==> src/rtl/fcgi_pkg.sv <==
// Shared types and constants for the FastCGI record deframer.
// No dependencies; imported by every module of the block.
`default_nettype none

package fcgi_pkg;

    // Fixed header length, also the required begin-request body length
    localparam int unsigned HDR_LEN = 8;

    // First length byte with this bit set starts a four-byte length
    localparam int unsigned LONG_LEN_BIT = 7;

    // Record types
    localparam logic [7:0] TYPE_BEGIN  = 8'd1;
    localparam logic [7:0] TYPE_ABORT  = 8'd2;
    localparam logic [7:0] TYPE_PARAMS = 8'd4;
    localparam logic [7:0] TYPE_STDIN  = 8'd5;
    localparam logic [7:0] TYPE_DATA   = 8'd8;
    localparam logic [7:0] TYPE_GV     = 8'd9;
    localparam logic [7:0] TYPE_GVR    = 8'd10;

    // Begin-request body byte positions
    localparam logic [15:0] BEGIN_ROLE_HI = 16'd0;
    localparam logic [15:0] BEGIN_ROLE_LO = 16'd1;
    localparam logic [15:0] BEGIN_FLAGS   = 16'd2;

    // Header byte positions
    localparam logic [2:0] HDR_VERSION = 3'd0;
    localparam logic [2:0] HDR_TYPE    = 3'd1;
    localparam logic [2:0] HDR_ID_HI   = 3'd2;
    localparam logic [2:0] HDR_ID_LO   = 3'd3;
    localparam logic [2:0] HDR_LEN_HI  = 3'd4;
    localparam logic [2:0] HDR_LEN_LO  = 3'd5;
    localparam logic [2:0] HDR_PAD     = 3'd6;
    localparam logic [2:0] HDR_LAST    = 3'(HDR_LEN - 1);

    typedef enum logic [3:0] {
        KIND_HEADER    = 4'd0,
        KIND_BEGIN     = 4'd1,
        KIND_STREAM    = 4'd2,
        KIND_NAME_LEN  = 4'd3,
        KIND_VALUE_LEN = 4'd4,
        KIND_NAME      = 4'd5,
        KIND_VALUE     = 4'd6,
        KIND_PADDING   = 4'd7,
        KIND_DISCARD   = 4'd8
    } fcgi_kind_t;

    typedef enum logic [2:0] {
        ERR_NONE        = 3'd0,
        ERR_VERSION     = 3'd1,
        ERR_TYPE        = 3'd2,
        ERR_REQUEST_ID  = 3'd3,
        ERR_BODY_LENGTH = 3'd4,
        ERR_PAIR_OVERRUN = 3'd5
    } fcgi_err_t;

    // One labeled byte
    typedef struct packed {
        fcgi_kind_t  kind;
        logic [7:0]  data;
        logic [7:0]  rec_type;
        logic [15:0] req_id;
        logic [30:0] pair_len;
        logic [15:0] role;
        logic [7:0]  flags;
        logic        dropped;
        logic        last;
        fcgi_err_t   err;
    } fcgi_result_t;

    localparam int unsigned TDATA_W = 96;
    localparam int unsigned TUSER_W = 5;

endpackage

`default_nettype wire

==> src/rtl/fcgi_parse.sv <==
// Record parser: header, body and name-value pair state, one byte per advance.
// Depends on fcgi_pkg.
`default_nettype none

module fcgi_parse
    import fcgi_pkg::*;
(
    input  wire logic         clk,
    input  wire logic         rst_n,
    input  wire logic [7:0]   expected_version,
    input  wire logic [7:0]   byte_in,
    input  wire logic         advance,
    output fcgi_result_t      result
);

    typedef enum logic [1:0] {
        PH_HEADER,
        PH_CONTENT,
        PH_PADDING
    } phase_t;

    typedef enum logic [1:0] {
        PP_NAME_LEN,
        PP_VALUE_LEN,
        PP_NAME,
        PP_VALUE
    } pair_phase_t;

    phase_t      phase_reg, phase_next;
    pair_phase_t pair_phase_reg, pair_phase_next;
    logic [2:0]  hdr_idx_reg, hdr_idx_next;
    logic [7:0]  rec_ver_reg, rec_ver_next;
    logic [7:0]  rec_type_reg, rec_type_next;
    logic [15:0] rec_id_reg, rec_id_next;
    logic [15:0] content_len_reg, content_len_next;
    logic [7:0]  pad_len_reg, pad_len_next;
    logic [15:0] content_cnt_reg, content_cnt_next;
    logic [7:0]  pad_cnt_reg, pad_cnt_next;
    logic [30:0] len_accum_reg, len_accum_next;
    logic [1:0]  len_left_reg, len_left_next;
    logic [30:0] name_len_reg, name_len_next;
    logic [30:0] value_len_reg, value_len_next;
    logic [30:0] pair_left_reg, pair_left_next;
    logic [15:0] role_reg, role_next;
    logic [7:0]  flags_reg, flags_next;
    fcgi_err_t   err_reg, err_next;

    always_comb
    begin
        logic        is_gv;
        logic        is_pair;
        logic        len_done;
        logic [30:0] len_val;
        logic [31:0] need;
        logic [15:0] remaining;
        logic [30:0] left_dec;
        fcgi_kind_t  kind;
        logic [30:0] plen;
        logic        dropped;
        logic        last;
        fcgi_err_t   hdr_err;

        phase_next       = phase_reg;
        pair_phase_next  = pair_phase_reg;
        hdr_idx_next     = hdr_idx_reg;
        rec_ver_next     = rec_ver_reg;
        rec_type_next    = rec_type_reg;
        rec_id_next      = rec_id_reg;
        content_len_next = content_len_reg;
        pad_len_next     = pad_len_reg;
        content_cnt_next = content_cnt_reg;
        pad_cnt_next     = pad_cnt_reg;
        len_accum_next   = len_accum_reg;
        len_left_next    = len_left_reg;
        name_len_next    = name_len_reg;
        value_len_next   = value_len_reg;
        pair_left_next   = pair_left_reg;
        role_next        = role_reg;
        flags_next       = flags_reg;
        err_next         = err_reg;

        is_gv     = rec_type_reg inside {TYPE_GV, TYPE_GVR};
        is_pair   = rec_type_reg inside {TYPE_PARAMS, TYPE_GV, TYPE_GVR};
        len_done  = 1'b0;
        len_val   = '0;
        need      = '0;
        remaining = '0;
        left_dec  = '0;
        kind      = KIND_DISCARD;
        plen      = '0;
        dropped   = 1'b0;
        last      = 1'b0;
        hdr_err   = ERR_NONE;

        if (err_reg == ERR_NONE) begin
            case (phase_reg)
                PH_CONTENT:
                begin
                    content_cnt_next = content_cnt_reg + 16'd1;
                    remaining = content_len_reg - content_cnt_next;
                    if (rec_type_reg == TYPE_BEGIN) begin
                        kind = KIND_BEGIN;
                        if (content_cnt_reg == BEGIN_ROLE_HI)
                            role_next = {byte_in, role_reg[7:0]};
                        else if (content_cnt_reg == BEGIN_ROLE_LO)
                            role_next = {role_reg[15:8], byte_in};
                        else if (content_cnt_reg == BEGIN_FLAGS)
                            flags_next = byte_in;
                    end
                    else if (is_pair) begin
                        case (pair_phase_reg)
                            PP_NAME_LEN, PP_VALUE_LEN:
                            begin
                                kind = (pair_phase_reg == PP_NAME_LEN) ? KIND_NAME_LEN
                                                                       : KIND_VALUE_LEN;
                                if (len_left_reg == 2'd0) begin
                                    if (byte_in[LONG_LEN_BIT]) begin
                                        len_accum_next = {24'd0, byte_in[6:0]};
                                        len_left_next  = 2'd3;
                                    end
                                    else begin
                                        len_val  = {23'd0, byte_in};
                                        len_done = 1'b1;
                                    end
                                end
                                else begin
                                    len_accum_next = {len_accum_reg[22:0], byte_in};
                                    len_left_next  = len_left_reg - 2'd1;
                                    if (len_left_next == 2'd0) begin
                                        len_val  = len_accum_next;
                                        len_done = 1'b1;
                                    end
                                end
                                if (!len_done) begin
                                    dropped = (pair_phase_reg == PP_VALUE_LEN) && is_gv &&
                                              (name_len_reg == '0);
                                end
                                else if (pair_phase_reg == PP_NAME_LEN) begin
                                    plen            = len_val;
                                    name_len_next   = len_val;
                                    pair_phase_next = PP_VALUE_LEN;
                                    dropped         = is_gv && (len_val == '0);
                                end
                                else begin
                                    plen           = len_val;
                                    value_len_next = len_val;
                                    dropped        = is_gv && (name_len_reg == '0);
                                    need = {1'b0, name_len_reg} + {1'b0, len_val};
                                    if (need > {16'd0, remaining}) begin
                                        err_next = ERR_PAIR_OVERRUN;
                                    end
                                    else if (name_len_reg != '0) begin
                                        pair_phase_next = PP_NAME;
                                        pair_left_next  = name_len_reg;
                                    end
                                    else if (len_val != '0) begin
                                        pair_phase_next = PP_VALUE;
                                        pair_left_next  = len_val;
                                    end
                                    else begin
                                        pair_phase_next = PP_NAME_LEN;
                                    end
                                end
                            end
                            PP_NAME:
                            begin
                                kind = KIND_NAME;
                                left_dec = (pair_left_reg != '0) ? pair_left_reg - 31'd1
                                                                 : pair_left_reg;
                                pair_left_next = left_dec;
                                if (left_dec == '0) begin
                                    if (value_len_reg != '0) begin
                                        pair_phase_next = PP_VALUE;
                                        pair_left_next  = value_len_reg;
                                    end
                                    else begin
                                        pair_phase_next = PP_NAME_LEN;
                                    end
                                end
                            end
                            default:
                            begin
                                kind = KIND_VALUE;
                                dropped = is_gv && (name_len_reg == '0);
                                left_dec = (pair_left_reg != '0) ? pair_left_reg - 31'd1
                                                                 : pair_left_reg;
                                pair_left_next = left_dec;
                                if (left_dec == '0)
                                    pair_phase_next = PP_NAME_LEN;
                            end
                        endcase
                    end
                    else begin
                        kind = KIND_STREAM;
                    end

                    // End of content: an unfinished pair or length field is an overrun
                    if (err_next == ERR_NONE && content_cnt_next == content_len_reg) begin
                        if (is_pair && (pair_phase_next != PP_NAME_LEN ||
                                        len_left_next != 2'd0)) begin
                            err_next = ERR_PAIR_OVERRUN;
                        end
                        else if (pad_len_reg != 8'd0) begin
                            phase_next   = PH_PADDING;
                            pad_cnt_next = 8'd0;
                        end
                        else begin
                            phase_next = PH_HEADER;
                            last       = 1'b1;
                        end
                    end
                end
                PH_PADDING:
                begin
                    kind = KIND_PADDING;
                    pad_cnt_next = pad_cnt_reg + 8'd1;
                    if (pad_cnt_next == pad_len_reg) begin
                        phase_next = PH_HEADER;
                        last       = 1'b1;
                    end
                end
                default:
                begin
                    kind = KIND_HEADER;
                    case (hdr_idx_reg)
                        HDR_VERSION: rec_ver_next     = byte_in;
                        HDR_TYPE:    rec_type_next    = byte_in;
                        HDR_ID_HI:   rec_id_next      = {byte_in, rec_id_reg[7:0]};
                        HDR_ID_LO:   rec_id_next      = {rec_id_reg[15:8], byte_in};
                        HDR_LEN_HI:  content_len_next = {byte_in, content_len_reg[7:0]};
                        HDR_LEN_LO:  content_len_next = {content_len_reg[15:8], byte_in};
                        HDR_PAD:     pad_len_next     = byte_in;
                        default:     ;
                    endcase
                    if (hdr_idx_reg == HDR_LAST) begin
                        // Checks in priority order: type, version, id rule, body size
                        if (!(rec_type_reg inside {TYPE_BEGIN, TYPE_ABORT, TYPE_PARAMS,
                                                   TYPE_STDIN, TYPE_DATA, TYPE_GV, TYPE_GVR}))
                            hdr_err = ERR_TYPE;
                        else if (rec_ver_reg != expected_version)
                            hdr_err = ERR_VERSION;
                        else if ((rec_id_reg == 16'd0) != is_gv)
                            hdr_err = ERR_REQUEST_ID;
                        else if ((rec_type_reg == TYPE_BEGIN &&
                                  content_len_reg != 16'(HDR_LEN)) ||
                                 (rec_type_reg == TYPE_ABORT && content_len_reg != 16'd0))
                            hdr_err = ERR_BODY_LENGTH;
                        hdr_idx_next = 3'd0;
                        if (hdr_err != ERR_NONE) begin
                            err_next = hdr_err;
                        end
                        else begin
                            content_cnt_next = 16'd0;
                            pad_cnt_next     = 8'd0;
                            pair_phase_next  = PP_NAME_LEN;
                            len_accum_next   = '0;
                            len_left_next    = 2'd0;
                            pair_left_next   = '0;
                            if (content_len_reg != 16'd0) begin
                                phase_next = PH_CONTENT;
                            end
                            else if (pad_len_reg != 8'd0) begin
                                phase_next = PH_PADDING;
                            end
                            else begin
                                phase_next = PH_HEADER;
                                last       = 1'b1;
                            end
                        end
                    end
                    else begin
                        hdr_idx_next = hdr_idx_reg + 3'd1;
                    end
                end
            endcase
            if (err_next != ERR_NONE)
                last = 1'b0;
        end

        result.kind     = kind;
        result.data     = byte_in;
        result.rec_type = rec_type_next;
        result.req_id   = rec_id_next;
        result.pair_len = plen;
        result.role     = role_next;
        result.flags    = flags_next;
        result.dropped  = dropped;
        result.last     = last;
        result.err      = err_next;
    end

    always_ff @(posedge clk or negedge rst_n)
    begin
        if (!rst_n) begin
            phase_reg       <= PH_HEADER;
            pair_phase_reg  <= PP_NAME_LEN;
            hdr_idx_reg     <= '0;
            rec_ver_reg     <= '0;
            rec_type_reg    <= '0;
            rec_id_reg      <= '0;
            content_len_reg <= '0;
            pad_len_reg     <= '0;
            content_cnt_reg <= '0;
            pad_cnt_reg     <= '0;
            len_accum_reg   <= '0;
            len_left_reg    <= '0;
            name_len_reg    <= '0;
            value_len_reg   <= '0;
            pair_left_reg   <= '0;
            role_reg        <= '0;
            flags_reg       <= '0;
            err_reg         <= ERR_NONE;
        end
        else if (advance) begin
            phase_reg       <= phase_next;
            pair_phase_reg  <= pair_phase_next;
            hdr_idx_reg     <= hdr_idx_next;
            rec_ver_reg     <= rec_ver_next;
            rec_type_reg    <= rec_type_next;
            rec_id_reg      <= rec_id_next;
            content_len_reg <= content_len_next;
            pad_len_reg     <= pad_len_next;
            content_cnt_reg <= content_cnt_next;
            pad_cnt_reg     <= pad_cnt_next;
            len_accum_reg   <= len_accum_next;
            len_left_reg    <= len_left_next;
            name_len_reg    <= name_len_next;
            value_len_reg   <= value_len_next;
            pair_left_reg   <= pair_left_next;
            role_reg        <= role_next;
            flags_reg       <= flags_next;
            err_reg         <= err_next;
        end
    end

endmodule

`default_nettype wire

==> src/rtl/fcgi_out_reg.sv <==
// Result register of the deframer: holds one labeled word until taken.
// Depends on fcgi_pkg.
`default_nettype none

module fcgi_out_reg
    import fcgi_pkg::*;
(
    input  wire logic         clk,
    input  wire logic         rst_n,
    input  wire logic         load_valid,
    output logic              load_ready,
    input  wire fcgi_result_t load_data,
    output logic              out_valid,
    input  wire logic         out_ready,
    output fcgi_result_t      out_data
);

    logic         valid_reg;
    fcgi_result_t data_reg;

    assign load_ready = !valid_reg || out_ready;
    assign out_valid  = valid_reg;
    assign out_data   = data_reg;

    always_ff @(posedge clk or negedge rst_n)
    begin
        if (!rst_n) begin
            valid_reg <= 1'b0;
        end
        else if (load_ready) begin
            valid_reg <= load_valid;
        end
    end

    // Payload needs no reset
    always_ff @(posedge clk)
    begin
        if (load_ready && load_valid)
            data_reg <= load_data;
    end

endmodule

`default_nettype wire

==> src/rtl/fastcgi_record_deframer_core.sv <==
// Top level of the FastCGI record deframer: input register, parser, result register.
// Depends on fcgi_pkg, fcgi_parse and fcgi_out_reg.
`default_nettype none

// The deframer takes one byte of a FastCGI record stream per word and returns one
// labeled word for every byte, in order. Throughput is one byte per clock cycle while
// m_tready stays high; each byte passes the input register and then the result
// register; the parser between them updates all of its state as each byte advances.
// The header is checked on its eighth byte; the first error found (type, version,
// request-id rule, body length, or a name-value pair that runs past the content) is
// reported on that byte and then held on every later word until reset, with all
// later bytes labeled as discarded. expected_version is written through cfg_we and
// cfg_wdata and must only change while no bytes are in flight; it resets to 1.
module fastcgi_record_deframer_core
    import fcgi_pkg::*;
(
    input  wire logic               clk,
    input  wire logic               rst_n,
    input  wire logic               cfg_we,
    input  wire logic [7:0]         cfg_wdata,   // expected_version
    input  wire logic               s_tvalid,
    output logic                    s_tready,
    input  wire logic [7:0]         s_tdata,     // [7:0] in_byte
    output logic                    m_tvalid,
    input  wire logic               m_tready,
    output logic [TDATA_W-1:0]      m_tdata,     // [7:0] data_byte, [15:8] record_type,
                                                 // [31:16] request_id, [62:32] pair_length,
                                                 // [78:63] role_value, [86:79] begin_flags,
                                                 // [89:87] error_code, [95:90] zero
    output logic [TUSER_W-1:0]      m_tuser,     // [3:0] byte_kind, [4] pair_dropped
    output logic                    m_tlast      // record_last
);

    logic         in_vld_reg;
    logic [7:0]   in_byte_reg;
    logic [7:0]   exp_ver_reg;
    logic         out_ready;
    logic         advance;
    fcgi_result_t parse_res;
    fcgi_result_t out_res;

    // Advance a byte from the input register whenever the result register has room
    assign advance  = in_vld_reg && out_ready;
    assign s_tready = !in_vld_reg || out_ready;

    always_ff @(posedge clk or negedge rst_n)
    begin
        if (!rst_n) begin
            in_vld_reg  <= 1'b0;
            exp_ver_reg <= 8'd1;
        end
        else begin
            if (s_tready)
                in_vld_reg <= s_tvalid;
            if (cfg_we)
                exp_ver_reg <= cfg_wdata;
        end
    end

    // Hold the input byte until the parser consumes it
    always_ff @(posedge clk)
    begin
        if (s_tvalid && s_tready)
            in_byte_reg <= s_tdata;
    end

    fcgi_parse u_parse (
        .clk              (clk),
        .rst_n            (rst_n),
        .expected_version (exp_ver_reg),
        .byte_in          (in_byte_reg),
        .advance          (advance),
        .result           (parse_res)
    );

    fcgi_out_reg u_out (
        .clk        (clk),
        .rst_n      (rst_n),
        .load_valid (in_vld_reg),
        .load_ready (out_ready),
        .load_data  (parse_res),
        .out_valid  (m_tvalid),
        .out_ready  (m_tready),
        .out_data   (out_res)
    );

    // Pack the labeled word onto the master side
    assign m_tdata = {6'd0, out_res.err, out_res.flags, out_res.role, out_res.pair_len,
                      out_res.req_id, out_res.rec_type, out_res.data};
    assign m_tuser = {out_res.dropped, out_res.kind};
    assign m_tlast = out_res.last;

endmodule

`default_nettype wire

==> config.mk <==
export PLATFORM = sky130hd
export DESIGN_NAME = fastcgi_record_deframer_core
export DESIGN_NICKNAME = d
export VERILOG_FILES = /design/src/rtl/fcgi_pkg.sv /design/src/rtl/fcgi_parse.sv /design/src/rtl/fcgi_out_reg.sv /design/src/rtl/fastcgi_record_deframer_core.sv
export SDC_FILE = /design/constraint.sdc
export NUM_CORES = 1
export LEC_CHECK = 0
export BUFFER_PORTS_ARGS = -buffer_cell sky130_fd_sc_hd__buf_2
export CORE_MARGIN = 2
export CORE_UTILIZATION = 56
export DETAILED_ROUTE_END_ITERATION = 8
export PLACE_DENSITY = 0.77
export SLEW_MARGIN = 0
export SYNTH_ARGS = -nofsm -noshare
export SYNTH_HDL_FRONTEND = slang
export SYNTH_HIERARCHICAL = 1
export SYNTH_SLANG_ARGS = --single-unit
==> constraint.sdc <==
create_clock -name clk -period 5.85 [get_ports clk]
set_input_delay 1.17 -clock clk [delete_from_list [all_inputs] [get_ports clk]]
set_output_delay 1.17 -clock clk [all_outputs]
set_load 0.02 [all_outputs]
# --- Yosys cells after proc, flatten, opt, wreduce, memory -nomap -nowiden ---
# Index checks and enable logic that the tools add are counted.
totals:
  ff_bits: 346
  input_bits: 21
  output_inout_bits: 104
  wordCells: 284
classes:
  addsub: 7
  n_lt_le_gt_ge: 1
  eq_ne: 39
  n_mux: 134
  n_bitwise: 11
  reduce_logical: 59
ops:
  columns: ["cell", "n"]
  rows:
  - ["$mux 31", 19]
  - ["$mux 16", 8]
  - ["$pmux 31 s2", 2]
  - ["$reduce_bool 31->1", 4]
  - ["$mux 8", 15]
  - ["$mux 23", 5]
  - ["$pmux 16 s2", 3]
  - ["$logic_not 31->1", 3]
  - ["$mux 3", 23]
  - ["$mux 2", 28]
  - ["$pmux 23 s2", 1]
  - ["$add 31x31->32", 1]
  - ["$gt 32x16->1", 1]
  - ["$logic_not 16->1", 2]
  - ["$sub 31x1->31 const B", 1]
  - ["$eq 8x4->1 const B", 3]
  - ["$mux 1", 17]
  - ["$add 16x1->16 const B", 1]
  - ["$eq 16x1->1 const B", 1]
  - ["$eq 16x16->1", 1]
  - ["$eq 16x2->1 const B", 1]
  - ["$eq 8x3->1 const B", 2]
  - ["$ne 16x4->1 const B", 1]
  - ["$pmux 2 s2", 4]
  - ["other kinds (46)", 104]

# --- Longest topological paths before layout ---
logic_depth:
  word_depth: 29
  mapped_depth: 34
  mapped_depth_nobuf: 33

# --- Modules after synthesis ---
# Netlist, hierarchy kept.
by_module_without_submodules:
  columns: ["module", "n_inst", "cells_each", "area_each_um2", "seq_area_each_um2"]
  rows:
  - ["fcgi_parse", 1, 1954, 16509.6, 5805.6]
  - ["fcgi_out_reg", 1, 100, 2936.6, 2907.8]
  - ["fastcgi_record_deframer_core", 1, 37, 671.9, 466.7]

# --- Worst setup path before layout ---
# No wires, ideal clock.
synth_timing:
  path_type: "register -> register"
  startpoint: "register u_parse.content_cnt_reg[0]"
  endpoint: "register u_parse.pad_cnt_reg[4]"
  setup_ns: 0.125
  arrival_time_ns: 6.353
  required_ns: 5.725
  slack_ns: -0.627
  stages_incl_launch_ff: 31
  path_buffers: 0
  synth_period_minus_slack_ns: 6.477
  path_cell_list: "dfrtp_1 > inv_1 > ha_1 > inv_1 > ha_1 > nor2b_1 > o21ai_0 > a21boi_0 > o21ai_0 > a21oi_1 > o21ai_0 > a21oi_1 > o21ai_0 > a21oi_1 > o21ai_0 > a21oi_1 > o21ai_0 > a31oi_1 > ha_1 > nand4_1 > or4b_1 > o22a_1 > a2111oi_0 > nand4_1 > nor4_2 > a21oi_1 > a311o_1 > a211oi_2 > a31oi_2 > nor2_2 > mux2_2"
synth_between:
  elab_chain_cells: 16
  word_cells_on_any_way: 28
synth_rtl:
  columns: ["element", "line_no", "source"]
  rows:
  - ["start, declared", "fcgi_parse.sv:37", "logic [15:0] content_cnt_reg, content_cnt_next;"]
  - ["start signal, assigned", "fcgi_parse.sv:323", "content_cnt_reg <= content_cnt_next;"]
  - ["$add 16x1->16 *", "fcgi_parse.sv:99", "content_cnt_next = content_cnt_reg + 16'd1;"]
  - ["$sub 16x16->16", "fcgi_parse.sv:100", "remaining = content_len_reg - content_cnt_next;"]
  - ["$gt 32x16->1", "fcgi_parse.sv:149", "if (need > {16'd0, remaining}) begin"]
  - ["$mux 2", "fcgi_parse.sv:149", null]
  - ["$mux 2", "fcgi_parse.sv:138", "else if (pair_phase_reg == PP_NAME_LEN) begin"]
  - ["$mux 2", "fcgi_parse.sv:134", "if (!len_done) begin"]
  - ["$pmux 2 s2", "fcgi_parse.sv:111", "case (pair_phase_reg)"]
  - ["$mux 2", "fcgi_parse.sv:110", "else if (is_pair) begin"]
  - ["$mux 2", "fcgi_parse.sv:101", "if (rec_type_reg == TYPE_BEGIN) begin"]
  - ["$mux 2", "fcgi_parse.sv:96", "case (phase_reg)"]
  - ["$mux 2", "fcgi_parse.sv:95", "if (err_reg == ERR_NONE) begin"]
  - ["$reduce_bool 2->1", "fcgi_parse.sv:199", "if (is_pair && (pair_phase_next != PP_NAME_LEN ||"]
  - ["$logic_or 1x1->1", "fcgi_parse.sv:199", null]
  - ["$logic_and 1x1->1", "fcgi_parse.sv:199", null]
  - ["$ne 2x2->1 (no source line)", null, null]
  - ["$reduce_and 7->1 (no source line) *", null, null]
  - ["end signal, assigned", "fcgi_parse.sv:324", "pad_cnt_reg <= pad_cnt_next;"]
  - ["end, declared", "fcgi_parse.sv:38", "logic [7:0] pad_cnt_reg, pad_cnt_next;"]
# Every way passes the cells marked *; elsewhere a longest branch is shown, timed or not. The select of a mux whose other input is x is not followed.
# A chain may end at the register's enable or synchronous reset.

# --- Final worst setup path ---
layout_timing:
  startpoint: "register u_parse.content_cnt_reg[0]"
  endpoint: "register u_parse.phase_reg[1]"
layout_between:
  elab_chain_cells: 16
  word_cells_on_any_way: 28
layout_rtl:
  columns: ["element", "line_no", "source"]
  rows:
  - ["$add 16x1->16 *", "fcgi_parse.sv:99", null]
  - ["$sub 16x16->16", "fcgi_parse.sv:100", null]
  - ["$gt 32x16->1", "fcgi_parse.sv:149", null]
  - ["$mux 2", "fcgi_parse.sv:149", null]
  - ["$mux 2", "fcgi_parse.sv:138", null]
  - ["$mux 2", "fcgi_parse.sv:134", null]
  - ["$pmux 2 s2", "fcgi_parse.sv:111", null]
  - ["$mux 2", "fcgi_parse.sv:110", null]
  - ["$mux 2", "fcgi_parse.sv:101", null]
  - ["$mux 2", "fcgi_parse.sv:96", null]
  - ["$mux 2", "fcgi_parse.sv:95", null]
  - ["$reduce_bool 2->1", "fcgi_parse.sv:199", null]
  - ["$logic_or 1x1->1", "fcgi_parse.sv:199", null]
  - ["$logic_and 1x1->1", "fcgi_parse.sv:199", null]
  - ["$ne 2x2->1 (no source line)", null, null]
  - ["$reduce_and 7->1 (no source line) *", null, null]
  - ["end signal, assigned", "fcgi_parse.sv:315", "phase_reg <= phase_next;"]
  - ["end, declared", "fcgi_parse.sv:29", "phase_t phase_reg, phase_next;"]
# Marks and branches as above.

==> results.md <==
- Final core utilization: 68.3%
- Clock tree buffer depth: 3
- Synth top area cells: dfrtp_1, edfxtp_1, mux2_2
- Async S/R FF share, synth: 69.9%
- Synth Cell Area: 20100 sq um
- GP Congestion: 0.963
- Post-synth cell types: 89
- Max-slew violation count: 0
- Most frequent cell after synthesis: nand2_1
- Drt pass-1 iters: 7
- P&R area growth vs syn: 20.4%
- Slowest cell on crit path: or4b_4
- Fin nets: 2426
- CTS tree: done
- DRC viols: 0
- Status: finished, violations left
- H-tree levels: 2
- Starting density of the core: 56.7%
- Leakage: 10.9 nW
- Post-synth top cells: nand2_1, dfrtp_1, o21ai_0, nor2_1, a21oi_1
- Pwr Density: 507 nW/um^2
- CP peak stage delay: 0.51 ns
- Worst-case clock skew: 0.0169 ns
- Cell Rows: 69
- Critical Path Start Type: flip-flop
- R2r setup slk: -0.44 ns
- Initial drt markers: 1853
- Initial antenna violation count: 2
- Non-filler cells, final: 2814
- Endpoint class of the critical path: flip-flop
- Period Utilization, post-route: 108%
- Largest net degree at the start of global routing: 110
- Synth Flop Type: dfrtp_1
- Clock slew at reported path FFs: 0.06 ns
- Die height: 194 um
- Area of the multi-input gates: 10700 sq um
- HP Class: flip-flop to flip-flop
- Max-cap violations: 0
- Core area: 35500 sq um
- First-pass GRT wire length: 94.9 mm
- Detailed placement HPWL: 42.2 mm
- WHS Path Cells: 2
- Register Area: 9180 sq um
- Fmax: 159 MHz
- Port Buffers: 118
- Cells after Synth: 2091
- Max-slew headroom: 19.8%
- CTS sink cnt: 346
- Number of enable flip-flop cells after synthesis: 104
- Mean post-synth cell area: 9.62 sq um
- Worst setup margin: -0.443 ns
- Ports: 125
- Vias in the first global route: 17532
- Final hold violation count: 0
- Max reg flops: 96
- CTS root buf: clkbuf_16
- Critical Path AT: 6.75 ns
- Hold buffers post-CTS: 0
- WL per Instance: 21.5 um
- Total grt overflow: 0
- Crit path kind: flip-flop to flip-flop
- Worst Reg-to-Reg Cells: 30
- Total CTS buffers: 39
- Total die area: 37500 sq um
- Placed cells: 2721
- Dpl cell area: 22100 sq um
- Failing checks: negative setup slack
- Largest area contributor in the netlist: dfrtp_1
- VDD IR-drop max: 0.427 mV
- Worst Max-Slew Pin Slew: 1.20 ns
- Clock Latency Late Sink: 0.57 ns
- Tot Pwr: 12.3 mW
- Die X-Extent: 194 um
- CP max FO: 4
- Vias per inst: 6.27
- Final setup fails: 45
- WL final: 60.6 mm
- Total number of vias: 17634
- Worst Path Required: 6.31 ns
- Unrepaired setup endpoints after global routing: true
- Ys Warns: 6
- Yosys top cell area share: 30.0%
- #FFs+latches synth: 346
- Layout cells sized above 1: 27.3%
- Fillers: 2627
- Gr usage total: 31.7%
- Minimum clock period: 6.29 ns
- Design area: 24200 sq um
- CP most frequent cell: buf_6
- Sequential area share after synthesis: 45.6%
- Final antenna-violating net count: 0
stage by stage:
step                hold slack (ns)  worst slack [ns]  setup TNS (ns)
floorplan                     0.450            0.0274               0
global placement              0.466            -0.364           -4.12
detailed placement            0.471            -0.650          -10.41
CTS                           0.484            -0.312           -4.24
global route                  0.508            -0.720          -23.80
finish                        0.486            -0.443          -10.57
cell type report:
| class | count | area share, % |
|---|---|---|
| diodes | 1 | 0.0103 |
| clock buffers | 53 | 4.45 |
| clock inverters | 19 | 0.852 |
| inverters | 80 | 1.24 |
| multi-input cells | 1550 | 44.0 |
| flip-flops and latches | 346 | 37.9 |
| well taps | 461 | 2.38 |
| repair buffers | 304 | 9.12 |
kinds of logic after synthesis:
logic type / synth area share (%)
other: 0.0186
AO/OA/AOI/OAI: 16.1
multiplexers: 7.82
flip-flops: 45.6
AND/OR/NAND/NOR: 17.5
adder cells (fa/ha/maj): 5.30
buffers and inverters: 4.09
XOR/XNOR: 3.61
routing by layer:
metal	up-vias	global-route usage (%)	share of wire, %
met5	-	0	0.021
met4	2	14.1	4.6
met3	196	7.64	8.3
met2	842	52.1	48
met1	8558	39.9	39
li1	8036	-	-
layout by cell type, fill, tap and decap left out, drive strengths merged, types with 53 or more instances in the layout:
cell type / Yosys / layout
a21oi: 132 / 132
buf: 24 / 304
clkbuf: 96 / 53
dfrtp: 241 / 241
edfxtp: 104 / 104
ha: 82 / 82
inv: 78 / 82
mux2: 130 / 130
nand2: 276 / 276
nand3: 57 / 57
nor2: 140 / 140
o21ai: 192 / 192
worst max-delay path: cells and delay by family, from the launching register on:
| family | cells | cell delay [ns] |
|---|---|---|
| multiplexers | 1 | 0.30 |
| adder cells (fa/ha/maj) | 3 | 0.84 |
| XOR/XNOR | 2 | 0.22 |
| AND/OR/NAND/NOR | 9 | 1.75 |
| buffers and inverters | 3 | 0.37 |
| AO/OA/AOI/OAI | 12 | 2.25 |
| flip-flops | 1 | 0.45 |
report_power, final:
part	leakage (nW)	internal, mW	total, mW	switching [mW]
combinational	5.96	2.81	6.52	3.72
clock	0.628	1.41	2.44	1.03
sequential	4.32	2.89	3.32	0.432
total	10.9	7.10	12.3	5.18
worst paths after layout:
kind | endpoint | start
min in group asynchronous | u_parse/len_accum_reg[13]$_DFFE_PN0P_ | rst_n
min reg2reg | u_parse/len_accum_reg[16]$_DFFE_PN0P_ | u_parse/len_accum_reg[16]$_DFFE_PN0P_
max | u_parse/phase_reg[1]$_DFFE_PN0P_ | u_parse/content_cnt_reg[0]$_DFFE_PN0P_
min | u_parse/len_accum_reg[16]$_DFFE_PN0P_ | u_parse/len_accum_reg[16]$_DFFE_PN0P_
max reg2reg | u_parse/phase_reg[1]$_DFFE_PN0P_ | u_parse/content_cnt_reg[0]$_DFFE_PN0P_
max in group asynchronous | u_parse/pad_len_reg[1]$_DFFE_PN0P_ | rst_n
repair_timing:
item	in CTS	in global routing
resized for setup	108	46
pin swaps	27	18
gates cloned	7	0
setup endpoints to repair	47	48
buffers inserted	14	0
No activity file was read; power rests on OpenSTA's default activity.
